<file path="src/hdl/flash_page_buffer_planner_defines.svh">
// Assertion macros shared by the page buffer planner modules.
// Needs no other file; SYNTHESIS selects the empty bodies.
`ifndef FLASH_PAGE_BUFFER_PLANNER_DEFINES_SVH
`define FLASH_PAGE_BUFFER_PLANNER_DEFINES_SVH

`ifndef SYNTHESIS

`define FPBP_ASSERT_IMP(lbl, clk, rstn, ante, cons) \
  lbl: assert property (@(posedge clk) disable iff (!(rstn)) (ante) |-> (cons)) \
    else $error("fpbp assertion failed");

`define FPBP_ASSERT_NXT(lbl, clk, rstn, ante, cons) \
  lbl: assert property (@(posedge clk) disable iff (!(rstn)) (ante) |=> (cons)) \
    else $error("fpbp assertion failed");

`else

`define FPBP_ASSERT_IMP(lbl, clk, rstn, ante, cons)
`define FPBP_ASSERT_NXT(lbl, clk, rstn, ante, cons)

`endif

`endif

</file>
<file path="src/hdl/fpbp_pkg.sv">
// Package of the page buffer planner: geometry, widths, opcodes and types.
// Used by every module of the block; depends on nothing.
package fpbp_pkg;

  localparam int unsigned PAGE_BYTES   = 264;
  localparam int unsigned PAGE_COUNT   = 2048;
  localparam int unsigned MAX_REQUEST  = 512;
  localparam int unsigned DEVICE_BYTES = PAGE_BYTES * PAGE_COUNT;

  localparam int unsigned ADDR_W   = 20;
  localparam int unsigned COUNT_W  = 10;
  localparam int unsigned PAGE_W   = 11;
  localparam int unsigned OFFSET_W = 9;
  localparam int unsigned LENGTH_W = 10;
  localparam int unsigned DSTART_W = 9;
  localparam int unsigned BPAGE_W  = PAGE_W + 1;

  localparam int unsigned QUEUE_DEPTH = 2;
  localparam int unsigned QPTR_W      = $clog2(QUEUE_DEPTH);

  typedef logic [7:0] opcode_t;

  localparam opcode_t OP_NONE     = 8'h00;
  localparam opcode_t OP_FILL1    = 8'h53;
  localparam opcode_t OP_FILL2    = 8'h55;
  localparam opcode_t OP_FLUSH1   = 8'h83;
  localparam opcode_t OP_FLUSH2   = 8'h86;
  localparam opcode_t OP_ERASE    = 8'h81;
  localparam opcode_t OP_WBUF1    = 8'h84;
  localparam opcode_t OP_WBUF2    = 8'h87;
  localparam opcode_t OP_READ_MEM = 8'hE8;

  typedef struct packed {
    logic                err;
    logic                act;
    logic [PAGE_W-1:0]   page;
    logic [OFFSET_W-1:0] offset;
    logic [COUNT_W-1:0]  count;
  } job_t;

  typedef struct packed {
    opcode_t             opcode;
    logic [PAGE_W-1:0]   page;
    logic [OFFSET_W-1:0] offset;
    logic [LENGTH_W-1:0] length;
    logic [DSTART_W-1:0] data_start;
    logic                error;
    logic                last;
  } result_t;

endpackage

</file>
<file path="src/hdl/fpbp_front.sv">
// Front end of the page buffer planner: accepts requests, checks bounds and
// splits the address into page and offset. Depends on fpbp_pkg.
`include "flash_page_buffer_planner_defines.svh"

module fpbp_front (
  input  logic                         clk_i,
  input  logic                         rst_ni,
  input  logic                         s_valid_i,
  output logic                         s_ready_o,
  input  logic                         s_action_i,
  input  logic [fpbp_pkg::ADDR_W-1:0]  s_address_i,
  input  logic [fpbp_pkg::COUNT_W-1:0] s_count_i,
  output logic                         push_o,
  output fpbp_pkg::job_t               job_o,
  input  logic                         full_i
);
  import fpbp_pkg::*;

  localparam logic [1:0] F_IDLE = 2'd0;
  localparam logic [1:0] F_DIV  = 2'd1;
  localparam logic [1:0] F_MOD  = 2'd2;
  localparam logic [1:0] F_PUSH = 2'd3;

  localparam int unsigned RECIP_SHIFT = 29;
  localparam int unsigned RECIP_W     = 21;
  localparam int unsigned PROD_W      = RECIP_SHIFT + PAGE_W;
  localparam logic [RECIP_W-1:0] RECIP =
    RECIP_W'(((64'd1 << RECIP_SHIFT) + 64'(PAGE_BYTES) - 64'd1) / 64'(PAGE_BYTES));

  logic [1:0]          state_q, state_d;
  logic                act_q, act_d;
  logic                err_q, err_d;
  logic [COUNT_W-1:0]  cnt_q, cnt_d;
  logic [ADDR_W-1:0]   rem_q, rem_d;
  logic [PAGE_W-1:0]   quo_q, quo_d;

  logic [ADDR_W:0]     end_addr;
  logic                bad;
  logic [PROD_W-1:0]   prod;
  logic [ADDR_W-1:0]   base;

  always_comb begin
    end_addr = {1'b0, s_address_i} + (ADDR_W + 1)'(s_count_i);
    bad      = (s_count_i > COUNT_W'(MAX_REQUEST)) ||
               (end_addr > (ADDR_W + 1)'(DEVICE_BYTES));
    prod     = PROD_W'(rem_q) * PROD_W'(RECIP);
    base     = ADDR_W'(quo_q) * ADDR_W'(PAGE_BYTES);
  end

  always_comb begin
    state_d = state_q;
    act_d   = act_q;
    err_d   = err_q;
    cnt_d   = cnt_q;
    rem_d   = rem_q;
    quo_d   = quo_q;
    unique case (state_q)
      F_IDLE: begin
        if (s_valid_i) begin
          act_d = s_action_i;
          err_d = bad;
          cnt_d = s_count_i;
          rem_d = s_address_i;
          quo_d = '0;
          if (s_count_i == '0) begin
            state_d = F_IDLE;
          end else if (bad) begin
            state_d = F_PUSH;
          end else begin
            state_d = F_DIV;
          end
        end
      end
      F_DIV: begin
        quo_d   = prod[RECIP_SHIFT +: PAGE_W];
        state_d = F_MOD;
      end
      F_MOD: begin
        rem_d   = rem_q - base;
        state_d = F_PUSH;
      end
      F_PUSH: begin
        if (!full_i) begin
          state_d = F_IDLE;
        end
      end
    endcase
  end

  always_ff @(posedge clk_i or negedge rst_ni) begin
    if (!rst_ni) begin
      state_q <= F_IDLE;
    end else begin
      state_q <= state_d;
    end
  end

  always_ff @(posedge clk_i) begin
    act_q <= act_d;
    err_q <= err_d;
    cnt_q <= cnt_d;
    rem_q <= rem_d;
    quo_q <= quo_d;
  end

  assign s_ready_o    = (state_q == F_IDLE);
  assign push_o       = (state_q == F_PUSH) && !full_i;
  assign job_o.err    = err_q;
  assign job_o.act    = act_q;
  assign job_o.page   = quo_q;
  assign job_o.offset = rem_q[OFFSET_W-1:0];
  assign job_o.count  = cnt_q;

  `FPBP_ASSERT_IMP(a_offset_in_page, clk_i, rst_ni, push_o && !err_q, rem_q < ADDR_W'(PAGE_BYTES))

endmodule

</file>
<file path="src/hdl/fpbp_queue.sv">
// Short job queue between the front and back ends of the planner.
// Depends on fpbp_pkg for the job type and depth.
`include "flash_page_buffer_planner_defines.svh"

module fpbp_queue (
  input  logic           clk_i,
  input  logic           rst_ni,
  input  logic           push_i,
  input  fpbp_pkg::job_t data_i,
  output logic           full_o,
  input  logic           pop_i,
  output fpbp_pkg::job_t data_o,
  output logic           empty_o
);
  import fpbp_pkg::*;

  job_t              mem_q [QUEUE_DEPTH];
  logic [QPTR_W-1:0] wr_ptr_q;
  logic [QPTR_W-1:0] rd_ptr_q;
  logic [QPTR_W:0]   used_q;

  assign full_o  = (used_q == (QPTR_W + 1)'(QUEUE_DEPTH));
  assign empty_o = (used_q == '0);
  assign data_o  = mem_q[rd_ptr_q];

  always_ff @(posedge clk_i) begin
    if (push_i) begin
      mem_q[wr_ptr_q] <= data_i;
    end
  end

  always_ff @(posedge clk_i or negedge rst_ni) begin
    if (!rst_ni) begin
      wr_ptr_q <= '0;
      rd_ptr_q <= '0;
      used_q   <= '0;
    end else begin
      if (push_i) begin
        wr_ptr_q <= (wr_ptr_q == QPTR_W'(QUEUE_DEPTH - 1)) ? '0 : wr_ptr_q + 1'b1;
      end
      if (pop_i) begin
        rd_ptr_q <= (rd_ptr_q == QPTR_W'(QUEUE_DEPTH - 1)) ? '0 : rd_ptr_q + 1'b1;
      end
      unique case ({push_i, pop_i})
        2'b10:   used_q <= used_q + 1'b1;
        2'b01:   used_q <= used_q - 1'b1;
        default: used_q <= used_q;
      endcase
    end
  end

  `FPBP_ASSERT_IMP(a_no_push_full, clk_i, rst_ni, push_i, !full_o)
  `FPBP_ASSERT_IMP(a_no_pop_empty, clk_i, rst_ni, pop_i, !empty_o)

endmodule

</file>
<file path="src/hdl/fpbp_back.sv">
// Back end of the planner: keeps the buffer state and issues the command
// sequence of each job into an output register. Depends on fpbp_pkg.
`include "flash_page_buffer_planner_defines.svh"

module fpbp_back (
  input  logic              clk_i,
  input  logic              rst_ni,
  input  fpbp_pkg::job_t    head_i,
  input  logic              empty_i,
  output logic              pop_o,
  output logic              m_valid_o,
  input  logic              m_ready_i,
  output fpbp_pkg::result_t m_result_o
);
  import fpbp_pkg::*;

  localparam logic [3:0] B_IDLE   = 4'd0;
  localparam logic [3:0] B_ERR    = 4'd1;
  localparam logic [3:0] B_RFLUSH = 4'd2;
  localparam logic [3:0] B_READ   = 4'd3;
  localparam logic [3:0] B_WHEAD  = 4'd4;
  localparam logic [3:0] B_WFLUSH = 4'd5;
  localparam logic [3:0] B_WFILL  = 4'd6;
  localparam logic [3:0] B_WERASE = 4'd7;
  localparam logic [3:0] B_WBUF   = 4'd8;

  logic [3:0]          state_q, state_d;
  logic                active_q, active_d;
  logic [BPAGE_W-1:0]  bpage_q, bpage_d;
  logic                dirty_q, dirty_d;

  logic [BPAGE_W-1:0]  page_q, page_d;
  logic [OFFSET_W-1:0] offset_q, offset_d;
  logic [COUNT_W-1:0]  count_q, count_d;
  logic [COUNT_W-1:0]  index_q, index_d;
  logic [COUNT_W-1:0]  chunk_q, chunk_d;

  logic                valid_q, valid_d;
  result_t             res_q, res_d;

  logic                can_emit;
  logic [COUNT_W:0]    sum;
  logic [COUNT_W-1:0]  chunk;
  logic [COUNT_W:0]    hsum;
  logic [1:0]          span;
  logic [BPAGE_W-1:0]  hpage;
  logic [BPAGE_W-1:0]  hi_page;
  logic                in_range;
  logic                wbuf_last;

  always_comb begin
    can_emit = !valid_q || m_ready_i;
    sum      = {1'b0, count_q} + (COUNT_W + 1)'(offset_q);
    chunk    = (sum > (COUNT_W + 1)'(PAGE_BYTES)) ?
               (COUNT_W'(PAGE_BYTES) - COUNT_W'(offset_q)) : count_q;
    hsum     = {1'b0, head_i.count} + (COUNT_W + 1)'(head_i.offset);
    if (hsum >= (COUNT_W + 1)'(2 * PAGE_BYTES)) begin
      span = 2'd2;
    end else if (hsum >= (COUNT_W + 1)'(PAGE_BYTES)) begin
      span = 2'd1;
    end else begin
      span = 2'd0;
    end
    hpage     = BPAGE_W'(head_i.page);
    hi_page   = hpage + BPAGE_W'(span);
    in_range  = dirty_q && (hpage <= bpage_q) && (bpage_q <= hi_page);
    wbuf_last = (count_q == chunk_q);
  end

  always_comb begin
    state_d  = state_q;
    active_d = active_q;
    bpage_d  = bpage_q;
    dirty_d  = dirty_q;
    page_d   = page_q;
    offset_d = offset_q;
    count_d  = count_q;
    index_d  = index_q;
    chunk_d  = chunk_q;
    pop_o    = 1'b0;
    valid_d  = valid_q && !m_ready_i;
    res_d    = res_q;
    unique case (state_q)
      B_IDLE: begin
        if (!empty_i) begin
          pop_o    = 1'b1;
          page_d   = hpage;
          offset_d = head_i.offset;
          count_d  = head_i.count;
          index_d  = '0;
          if (head_i.err) begin
            state_d = B_ERR;
          end else if (head_i.act) begin
            state_d = B_WHEAD;
          end else if (in_range) begin
            state_d = B_RFLUSH;
          end else begin
            state_d = B_READ;
          end
        end
      end
      B_ERR: begin
        if (can_emit) begin
          valid_d       = 1'b1;
          res_d         = '0;
          res_d.opcode  = OP_NONE;
          res_d.error   = 1'b1;
          res_d.last    = 1'b1;
          state_d       = B_IDLE;
        end
      end
      B_RFLUSH, B_WFLUSH: begin
        if (can_emit) begin
          valid_d      = 1'b1;
          res_d        = '0;
          res_d.opcode = active_q ? OP_FLUSH2 : OP_FLUSH1;
          res_d.page   = bpage_q[PAGE_W-1:0];
          dirty_d      = 1'b0;
          state_d      = (state_q == B_RFLUSH) ? B_READ : B_WHEAD;
        end
      end
      B_READ: begin
        if (can_emit) begin
          valid_d      = 1'b1;
          res_d        = '0;
          res_d.opcode = OP_READ_MEM;
          res_d.page   = page_q[PAGE_W-1:0];
          res_d.offset = offset_q;
          res_d.length = LENGTH_W'(count_q);
          res_d.last   = 1'b1;
          state_d      = B_IDLE;
        end
      end
      B_WHEAD: begin
        chunk_d = chunk;
        if (page_q != bpage_q) begin
          if (dirty_q) begin
            state_d = B_WFLUSH;
          end else begin
            active_d = !active_q;
            bpage_d  = page_q;
            state_d  = (chunk < COUNT_W'(PAGE_BYTES)) ? B_WFILL : B_WERASE;
          end
        end else begin
          state_d = B_WBUF;
        end
      end
      B_WFILL: begin
        if (can_emit) begin
          valid_d      = 1'b1;
          res_d        = '0;
          res_d.opcode = active_q ? OP_FILL2 : OP_FILL1;
          res_d.page   = page_q[PAGE_W-1:0];
          state_d      = B_WERASE;
        end
      end
      B_WERASE: begin
        if (can_emit) begin
          valid_d      = 1'b1;
          res_d        = '0;
          res_d.opcode = OP_ERASE;
          res_d.page   = page_q[PAGE_W-1:0];
          state_d      = B_WBUF;
        end
      end
      B_WBUF: begin
        if (can_emit) begin
          valid_d          = 1'b1;
          res_d            = '0;
          res_d.opcode     = active_q ? OP_WBUF2 : OP_WBUF1;
          res_d.offset     = offset_q;
          res_d.length     = LENGTH_W'(chunk_q);
          res_d.data_start = index_q[DSTART_W-1:0];
          res_d.last       = wbuf_last;
          dirty_d          = 1'b1;
          count_d          = count_q - chunk_q;
          index_d          = index_q + chunk_q;
          page_d           = page_q + 1'b1;
          offset_d         = '0;
          state_d          = wbuf_last ? B_IDLE : B_WHEAD;
        end
      end
      default: begin
        state_d = B_IDLE;
      end
    endcase
  end

  always_ff @(posedge clk_i or negedge rst_ni) begin
    if (!rst_ni) begin
      state_q  <= B_IDLE;
      active_q <= 1'b0;
      bpage_q  <= BPAGE_W'(PAGE_COUNT);
      dirty_q  <= 1'b0;
      valid_q  <= 1'b0;
    end else begin
      state_q  <= state_d;
      active_q <= active_d;
      bpage_q  <= bpage_d;
      dirty_q  <= dirty_d;
      valid_q  <= valid_d;
    end
  end

  always_ff @(posedge clk_i) begin
    page_q   <= page_d;
    offset_q <= offset_d;
    count_q  <= count_d;
    index_q  <= index_d;
    chunk_q  <= chunk_d;
    res_q    <= res_d;
  end

  assign m_valid_o  = valid_q;
  assign m_result_o = res_q;

  `FPBP_ASSERT_IMP(a_error_is_last, clk_i, rst_ni, valid_q && res_q.error, res_q.last)
  `FPBP_ASSERT_IMP(a_chunk_nonzero, clk_i, rst_ni, state_q == B_WBUF, chunk_q != '0)
  `FPBP_ASSERT_NXT(a_wbuf_dirty, clk_i, rst_ni, state_q == B_WBUF && can_emit, dirty_q)

endmodule

</file>
<file path="src/hdl/flash_page_buffer_planner.sv">
// Command planner for a dual-buffer page flash with 264-byte pages. A request
// (read or write, byte address, byte count) becomes its ordered list of device
// commands: buffer fill, flush, page erase, buffer write and memory read. The
// front end checks the request against the device end and the maximum length,
// then splits the address into page and offset by a reciprocal multiplication
// followed by a multiply-back and subtract, in accept, quotient, remainder and
// hand-off states (a rejected request skips quotient and remainder), taking a
// new request only once the last is handed off. A two-entry job queue feeds
// the back end, which issues one command per cycle while the output register
// drains, apart from the idle state that takes each job and a decision state
// before each write chunk and after each write flush; a request yields up to 11
// commands, and the sustained rate is set by the slower of the front end and
// the command sequence. Requests of zero bytes produce no command. Reset clears
// the buffer state (buffer one active, no page buffered, clean) and needs no
// clearing pass. Depends on fpbp_pkg, fpbp_front, fpbp_queue and fpbp_back.

module flash_page_buffer_planner (
  input  logic        clk_i,
  input  logic        rst_ni,
  input  logic        s_axis_tvalid,
  output logic        s_axis_tready,
  input  logic [31:0] s_axis_tdata,   // address [19:0], count [29:20], zero fill
  input  logic [0:0]  s_axis_tuser,   // action [0]
  output logic        m_axis_tvalid,
  input  logic        m_axis_tready,
  output logic [47:0] m_axis_tdata,   // opcode [7:0], page [18:8], offset [27:19],
                                      // length [37:28], data_start [46:38], zero fill
  output logic [0:0]  m_axis_tuser,   // error [0]
  output logic        m_axis_tlast
);
  import fpbp_pkg::*;

  logic    push;
  logic    full;
  job_t    push_job;
  job_t    head_job;
  logic    empty;
  logic    pop;
  result_t result;

  fpbp_front u_front (
    .clk_i       (clk_i),
    .rst_ni      (rst_ni),
    .s_valid_i   (s_axis_tvalid),
    .s_ready_o   (s_axis_tready),
    .s_action_i  (s_axis_tuser[0]),
    .s_address_i (s_axis_tdata[ADDR_W-1:0]),
    .s_count_i   (s_axis_tdata[ADDR_W+COUNT_W-1:ADDR_W]),
    .push_o      (push),
    .job_o       (push_job),
    .full_i      (full)
  );

  fpbp_queue u_queue (
    .clk_i   (clk_i),
    .rst_ni  (rst_ni),
    .push_i  (push),
    .data_i  (push_job),
    .full_o  (full),
    .pop_i   (pop),
    .data_o  (head_job),
    .empty_o (empty)
  );

  fpbp_back u_back (
    .clk_i      (clk_i),
    .rst_ni     (rst_ni),
    .head_i     (head_job),
    .empty_i    (empty),
    .pop_o      (pop),
    .m_valid_o  (m_axis_tvalid),
    .m_ready_i  (m_axis_tready),
    .m_result_o (result)
  );

  assign m_axis_tdata = {1'b0, result.data_start, result.length, result.offset,
                         result.page, result.opcode};
  assign m_axis_tuser = result.error;
  assign m_axis_tlast = result.last;

endmodule
</file>
<file path="config.mk">
export PLATFORM = sky130hd
export DESIGN_NAME = flash_page_buffer_planner
export DESIGN_NICKNAME = d
export VERILOG_FILES = /design/src/hdl/fpbp_pkg.sv /design/src/hdl/fpbp_front.sv /design/src/hdl/fpbp_queue.sv /design/src/hdl/fpbp_back.sv /design/src/hdl/flash_page_buffer_planner.sv
export VERILOG_INCLUDE_DIRS = /design/src /design/src/hdl
export SDC_FILE = /design/constraint.sdc
export NUM_CORES = 1
export LEC_CHECK = 0
export BUFFER_PORTS_ARGS = -buffer_cell sky130_fd_sc_hd__buf_4
export CAP_MARGIN = 20
export CORE_ASPECT_RATIO = 1.5
export CORE_MARGIN = 2
export CORE_UTILIZATION = 25
export CTS_CLUSTER_DIAMETER = 80
export DETAILED_ROUTE_END_ITERATION = 10
export GPL_TIMING_DRIVEN = 0
export SETUP_SLACK_MARGIN = 0.5
export SYNTH_ARGS = -nofsm -noshare
export SYNTH_HDL_FRONTEND = slang
export SYNTH_SLANG_ARGS = --single-unit
export TNS_END_PERCENT = 20
</file>
<file path="constraint.sdc">
create_clock -name clk_i -period 16.28 [get_ports clk_i]
set_clock_uncertainty 0.1 [all_clocks]
set_input_delay 3.256 -clock clk_i [delete_from_list [all_inputs] [get_ports clk_i]]
set_output_delay 3.256 -clock clk_i [all_outputs]
set_load 0.005 [all_outputs]
</file>
# Word level (Yosys, flattened, before mapping)
# Memories as Yosys holds them, arrays and structs flattened.
# Cells that the tools add are included.
# word_totals
ram_bits	64
in_bits	37
regBits	168
mem_count	1
output_inout_bits	52
# op_classes
n_eq_ne	26
bitwise_logic	1
n_mux	61
order_cmp	8
mul	2
add_sub_neg	13
n_reduce_logical	32
# memory_table
memory	words	word_bits	read_ports	rd_ports_with_merged_regs	write_ports	line_no	source
u_queue.mem_q	2	32	1	0	1	fpbp_queue.sv:17	job_t mem_q [QUEUE_DEPTH];
# ops
operator	n
$mux 49	6
$pmux 49 s6	1
$mux 10	5
$mux 4	10
$pmux 10 s2	2
$pmux 20 s2	1
$mul 20x20->39 const B	1
$pmux 4 s7	1
$mux 12	2
$pmux 12 s2	1
$add 10x9->11	2
$pmux 11 s2	1
$add 20x10->21	1
$gt 21x20->1 const B	1
$mux 20	1
$sub 20x20->20	1
$mux 9	2
$pmux 9 s2	1
$mul 11x6->17 const B	1
$eq 4x3->1 const B	4
$ne 2x1->1 const B	7
$mux 1	13
$add 11x2->12	1
$add 12x1->12 const B	1
other kinds (42)	76

# Logic depth before layout (Yosys ltp)
# An unclocked memory read counts as a cell.
# depth
ltp_word	13
ltp_mapped	31

# Modules after synthesis
# From an unflattened synthesis, not the netlist that was laid out.
# hier_totals
cells_unflattened	1867
hier_area_um2	19982.9
# modules_own_cells
mod	n_inst	seq_area_each_um2	cells_each	area_each_um2
fpbp_front	1	1341.3	998	9759.4
fpbp_back	1	3419.5	751	7566.0
fpbp_queue	1	2021.9	116	2646.3
flash_page_buffer_planner	1	0.0	2	11.3

# Worst setup path before layout
# Ideal clock, no wire load.
# synth_timing
path_type	input -> register
from	input m_axis_tready
to	register u_back.count_q[0], enable pin
path_slack_ns	9.506
setup_ns	0.493
arrival_time_ns	6.181
stages	2
required_ns	15.687
path_cell_list	nor2b_1 > o21ai_0
# synth_between
elab_chain_cells	3
# synth_rtl
element	line_no	source
from (decl)	flash_page_buffer_planner.sv:25	input logic m_axis_tready,
$logic_or 1x1->1	fpbp_back.sv:52	can_emit = !valid_q || m_ready_i;
$ne 2x1->1 (no source line)	--	
$reduce_and 3->1 (no source line)	--	
to (signal assigned)	fpbp_back.sv:208	count_q <= count_d;
to (decl)	fpbp_back.sv:34	logic [COUNT_W-1:0] count_q, count_d;
# No other way between the ends.
# A chain may end at the register's enable or synchronous reset.

# Worst setup path after layout
# layout_timing
from	register u_front.rem_q[0]
to	register u_front.quo_q[10] (data pin)
# layout_between
elab_chain_cells	2
# layout_rtl
element	line_no	source
from (decl)	fpbp_front.sv:34	logic [ADDR_W-1:0] rem_q, rem_d;
from (signal assigned)	fpbp_front.sv:102	rem_q <= rem_d;
$mul 20x20->39	fpbp_front.sv:46	prod = PROD_W'(rem_q) * PROD_W'(RECIP);
$pmux 11 s2	fpbp_front.sv:57	unique case (state_q)
to (signal assigned)	fpbp_front.sv:103	quo_q <= quo_d;
to (decl)	fpbp_front.sv:35	logic [PAGE_W-1:0] quo_q, quo_d;
# No other way between the ends.

==> out/results.env <==
NUM-FILL-CELLS=7772
PATH_CLASS='flip-flop to flip-flop'
SYNTHMUXAREASHARE_PCT=2.76
ASYNC_RESET_FF_SHARE_PCT=10.9
WHS_PATH_DEPTH=0
PLACEMENT.IO_BUFFERS=84
CTS_ROOT_BUFFER='sky130_fd_sc_hd__clkbuf_16'
PLACED_AREA_SQ_UM=20800
CTS_SETUP_BUFFERS=0
GRT-OVFL-TOTAL=0
INITIAL_CORE_UTIL_PCT=25.2
SYNTH_COMPOUND_GATE_AREA_SHARE_PCT=10.2
TOTALNEGATIVESETUPSLACK_NS=0
ROUTE.VIAS.TOTAL=12800
CLOCK_TREE_FROM_TRITONCTS='built'
TIMING_WORST_SLEW_PIN_VALUE_NS=0.978
SYNTH_CELL_TYPES=76
GRT_PASS1_WL_UM=74800
FP.DIEAREA_SQ_UM=77500
HOLDCRITPATHCLASS='flip-flop to flip-flop'
CORE_SQ_UM=74800
GP_CONGESTION=0.932
FIN_CRIT_NS=7.47
YOSYS_REGISTER_BITS=230
GLOBAL_ROUTE.USAGE.TOTAL_PCT=12.2
CLKSLEWWORSTSETUPHOLDPATHS_NS=0.06
COMBINATIONAL_FAMILY_WITH_THE_MOST_AREA_AFTER_SYNTHESIS='adder cells'
FINAL_ROUTED_WIRELENGTH_ACROSS_ALL_METAL_LAYERS_UM=47400
REGTOREGENDPOINT='u_front.quo_q[10]'
DIE_WD_UM=228
HOLD_START='u_front.cnt_q[8]'
CTSHOLDBUFFERS=0
POSTSYNTH.TOPFLOPCELL='sky130_fd_sc_hd__edfxtp_1'
NET_TOTAL_IN_THE_FINAL_LAYOUT=2232
IO_PINS=89
SYNTH_AREA_PER_CELL_SQ_UM=11.2
DR.FIRST_ITER.DRC_COUNT=670
OUTCOME='completed'
H-TREE-DEPTH=1
GRT_ANTENNA_BEFORE_REPAIR=0
DP.FINAL_HPWL_UM=39900
SYNTH_XOR_XNOR_AREA_SHARE_PCT=4.75
DRT-VIAS-PER-INSTANCE=4.55
SETUP-VIOLATIONS-FINAL=0
SYNTH_ADDER_AREA_SHARE_PCT=32.2
NUM_ROWS=123
CLK-INSERTION-DELAY-LATE_NS=0.54
CRITICAL_PATH.ENDPOINT_TYPE='flip-flop'
DETAILEDROUTE.FIRSTPASSITERATIONCOUNT=5
CLOCK-SINKS=230
WORST_R2R_PATH_DEPTH=21
REPORT.FINAL.HOLD_VIOL_COUNT=0
DETAIL_ROUTE.WL_PER_CELL_UM=16.9
YOSYSWARNINGCOUNT=0
SLEW-LIMIT-HEADROOM_PCT=34.4
REG2REG_SETUP_SLACK_NS=8.81
POST_SYNTH_INSTANCE_AREA_SQ_UM=18800
CRITICAL_PATH.MAX_FANOUT=8
FRACTION_OF_LAYOUT_INSTANCES_USING_A_DRIVE_STRENGTH_ABOVE_1_PCT=10.3
LAYOUT_COMMONEST_CELL='sky130_fd_sc_hd__ha_1'
MULTIINPUTGATEAREA_SQ_UM=11200
RSZ0062_AT_GRT='false'
POSTROUTEANTENNANETS=0
TIMING.HOLD.WORST_ENDPOINT='u_queue.mem_q[1][8]'
GRT_MAX_DEGREE=33
DIE_H_UM=340
TIMING.CRITICAL_PATH.FROM_TYPE='flip-flop'
CP_DATA_ARRIVAL_TIME_NS=7.65
CRIT_REQUIRED_NS=16.46
CLOCK.FMAX_GHz=0.134
CTS_BUFFERS=25
POST_SYNTH_NET_TOTAL=2118
POST_SYNTH_INST_COUNT=1676
FINAL_MIN_PERIOD_OVER_CLOCK_PERIOD_PCT=45.9
REMAINING_DRC_ERRORS=0
ANTENNA_CELLS=0
FINAL-MAX-SLEW-VIOLATION-COUNT=0
SYN2LAYOUT_AREA_GROWTH_PCT=14.7
MOST-COMMON-LAYOUT-CELLS='272 x sky130_fd_sc_hd__ha_1, 205 x sky130_fd_sc_hd__edfxtp_1, 187 x sky130_fd_sc_hd__inv_1'
AREA.SEQUENTIAL_SQ_UM=6780
GRT_PASS1_VIAS=13800
CLOCK_TREE.BUFFER_DEPTH=3
CAP_VIOLATIONS=0
POST_SYNTHESIS_SHARE_OF_CELL_AREA_SPENT_ON_AND_OR_NAND_AND_NOR_GATES_PCT=9.46
CTS-RESIZED-GATES=0
POSTLAYOUTCELLAREA_SQ_UM=21600
SYNTH_ENABLE_FLOP_CELLS=205
SYNTH.YOSYS.SEQ_AREA_SHARE_PCT=36.0
CRITICAL_PATH.REG2REG.STARTPOINT='u_front.rem_q[0]'
state kept, by name, summed over array words and instances, names as in the netlist, 2 cells and up:
signal / cells
u_back.page_q: 12
u_back.offset_q: 9
u_back.state_q: 4
u_front.quo_q: 11
u_front.rem_q: 20
u_back.index_q: 9
u_back.count_q: 10
u_queue.used_q: 2
u_front.cnt_q: 10
u_front.state_q: 2
u_queue.mem_q: 64
u_back.bpage_q: 12
u_back.chunk_q: 10
u_back.m_result_o: 48
area by class of cell:
| cell class | count | area share, % |
|---|---|---|
| multi-input cells | 1221 | 51.9 |
| flip-flops and latches | 230 | 31.4 |
| well taps | 1000 | 5.80 |
| inverters | 188 | 3.27 |
| clock inverters | 15 | 0.742 |
| clock buffers | 29 | 2.97 |
| plain buffers | 37 | 0.707 |
| repair buffers | 87 | 3.16 |
through the flow:
step,hold WS (ns),cells,util [%],setup slack [ns]
2_1_floorplan,0.321,1676,-,9.51
3_3_place_gp,0.322,2760,27.7,7.71
3_5_place_dp,0.329,2763,27.8,8.75
4_1_cts,0.338,2807,28.9,8.71
5_1_grt,0.360,2807,28.9,8.33
6_report,0.334,2807,28.9,8.81
kinds of logic after synthesis:
family / after synthesis
AO/OA/AOI/OAI: 300
AND/OR/NAND/NOR: 366
adder cells (fa/ha/maj): 405
other: 1
flip-flops: 230
buffers and inverters: 225
XOR/XNOR: 102
multiplexers: 47
metal layers:
layer	up-vias	track usage (%)	wire (um)
met3	87	1.63	1770
met5	-	0	0
met4	0	4.32	1600
met2	258	24.4	26400
li1	6151	-	-
met1	6274	12.9	17700
critical path, cell delays in order (launching register included):
cell and delay (ns):
sky130_fd_sc_hd__edfxtp_1 0.58, sky130_fd_sc_hd__fa_1 0.62, sky130_fd_sc_hd__fa_1 0.51, sky130_fd_sc_hd__inv_1 0.05, sky130_fd_sc_hd__fa_1 0.52, sky130_fd_sc_hd__inv_1 0.06, sky130_fd_sc_hd__fa_1 0.50, sky130_fd_sc_hd__fa_1 0.54
sky130_fd_sc_hd__fa_1 0.55, sky130_fd_sc_hd__fa_1 0.46, sky130_fd_sc_hd__ha_1 0.21, sky130_fd_sc_hd__a211oi_1 0.21, sky130_fd_sc_hd__o21ai_1 0.14, sky130_fd_sc_hd__a221oi_1 0.74, sky130_fd_sc_hd__o22ai_1 0.21, sky130_fd_sc_hd__a22oi_1 0.18
sky130_fd_sc_hd__o21ai_1 0.15, sky130_fd_sc_hd__o41ai_2 0.32, sky130_fd_sc_hd__o21bai_1 0.14, sky130_fd_sc_hd__a21oi_1 0.21, sky130_fd_sc_hd__xnor2_1 0.16, sky130_fd_sc_hd__nor2_1 0.05
how the worst max path moves through the flow:
stage | cells past startpoint | startpoint | to | slack, ns
CTS | 30 | u_queue.rd_ptr_q | u_back.state_q[0] | 8.71
finish | 21 | u_front.rem_q[0] | u_front.quo_q[10] | 8.81
global route | 30 | u_queue.rd_ptr_q | u_back.state_q[0] | 8.33
detailed placement | 30 | u_queue.rd_ptr_q | u_back.state_q[0] | 8.75
global placement | 3 | m_axis_tready | u_back.count_q[0] | 7.71
floorplan | 2 | m_axis_tready | u_back.count_q[0] | 9.51
Yosys cell counts, types with 6 or more instances:
cell / n / area [sq um]
sky130_fd_sc_hd__a211oi_1: 10 / 75.1
sky130_fd_sc_hd__a21o_1: 25 / 188
sky130_fd_sc_hd__a21oi_1: 89 / 445
sky130_fd_sc_hd__a22o_1: 15 / 131
sky130_fd_sc_hd__a31oi_1: 6 / 37.5
sky130_fd_sc_hd__and2_1: 18 / 113
sky130_fd_sc_hd__and3_1: 17 / 106
sky130_fd_sc_hd__clkbuf_1: 30 / 113
sky130_fd_sc_hd__dfrtp_1: 24 / 601
sky130_fd_sc_hd__edfxtp_1: 205 / 6160
sky130_fd_sc_hd__fa_1: 133 / 2660
sky130_fd_sc_hd__ha_1: 272 / 3400
sky130_fd_sc_hd__inv_1: 187 / 702
sky130_fd_sc_hd__mux2_2: 37 / 417
sky130_fd_sc_hd__mux2i_1: 8 / 80.1
sky130_fd_sc_hd__nand2_1: 80 / 300
sky130_fd_sc_hd__nand2b_1: 24 / 150
sky130_fd_sc_hd__nand3_1: 15 / 75.1
sky130_fd_sc_hd__nand4_1: 14 / 87.6
sky130_fd_sc_hd__nor2_1: 117 / 439
sky130_fd_sc_hd__nor2b_1: 25 / 156
sky130_fd_sc_hd__nor3_1: 29 / 145
sky130_fd_sc_hd__o21a_1: 12 / 90.1
sky130_fd_sc_hd__o21ai_0: 53 / 265
sky130_fd_sc_hd__o21ai_1: 24 / 120
sky130_fd_sc_hd__o21bai_1: 9 / 67.6
sky130_fd_sc_hd__o22ai_1: 6 / 37.5
sky130_fd_sc_hd__o31ai_1: 6 / 45.0
sky130_fd_sc_hd__xnor2_1: 77 / 674
sky130_fd_sc_hd__xor2_1: 25 / 219
Power is not shown: default switching activity piles up to over one toggle a cycle in this logic, so the estimate is an artifact.
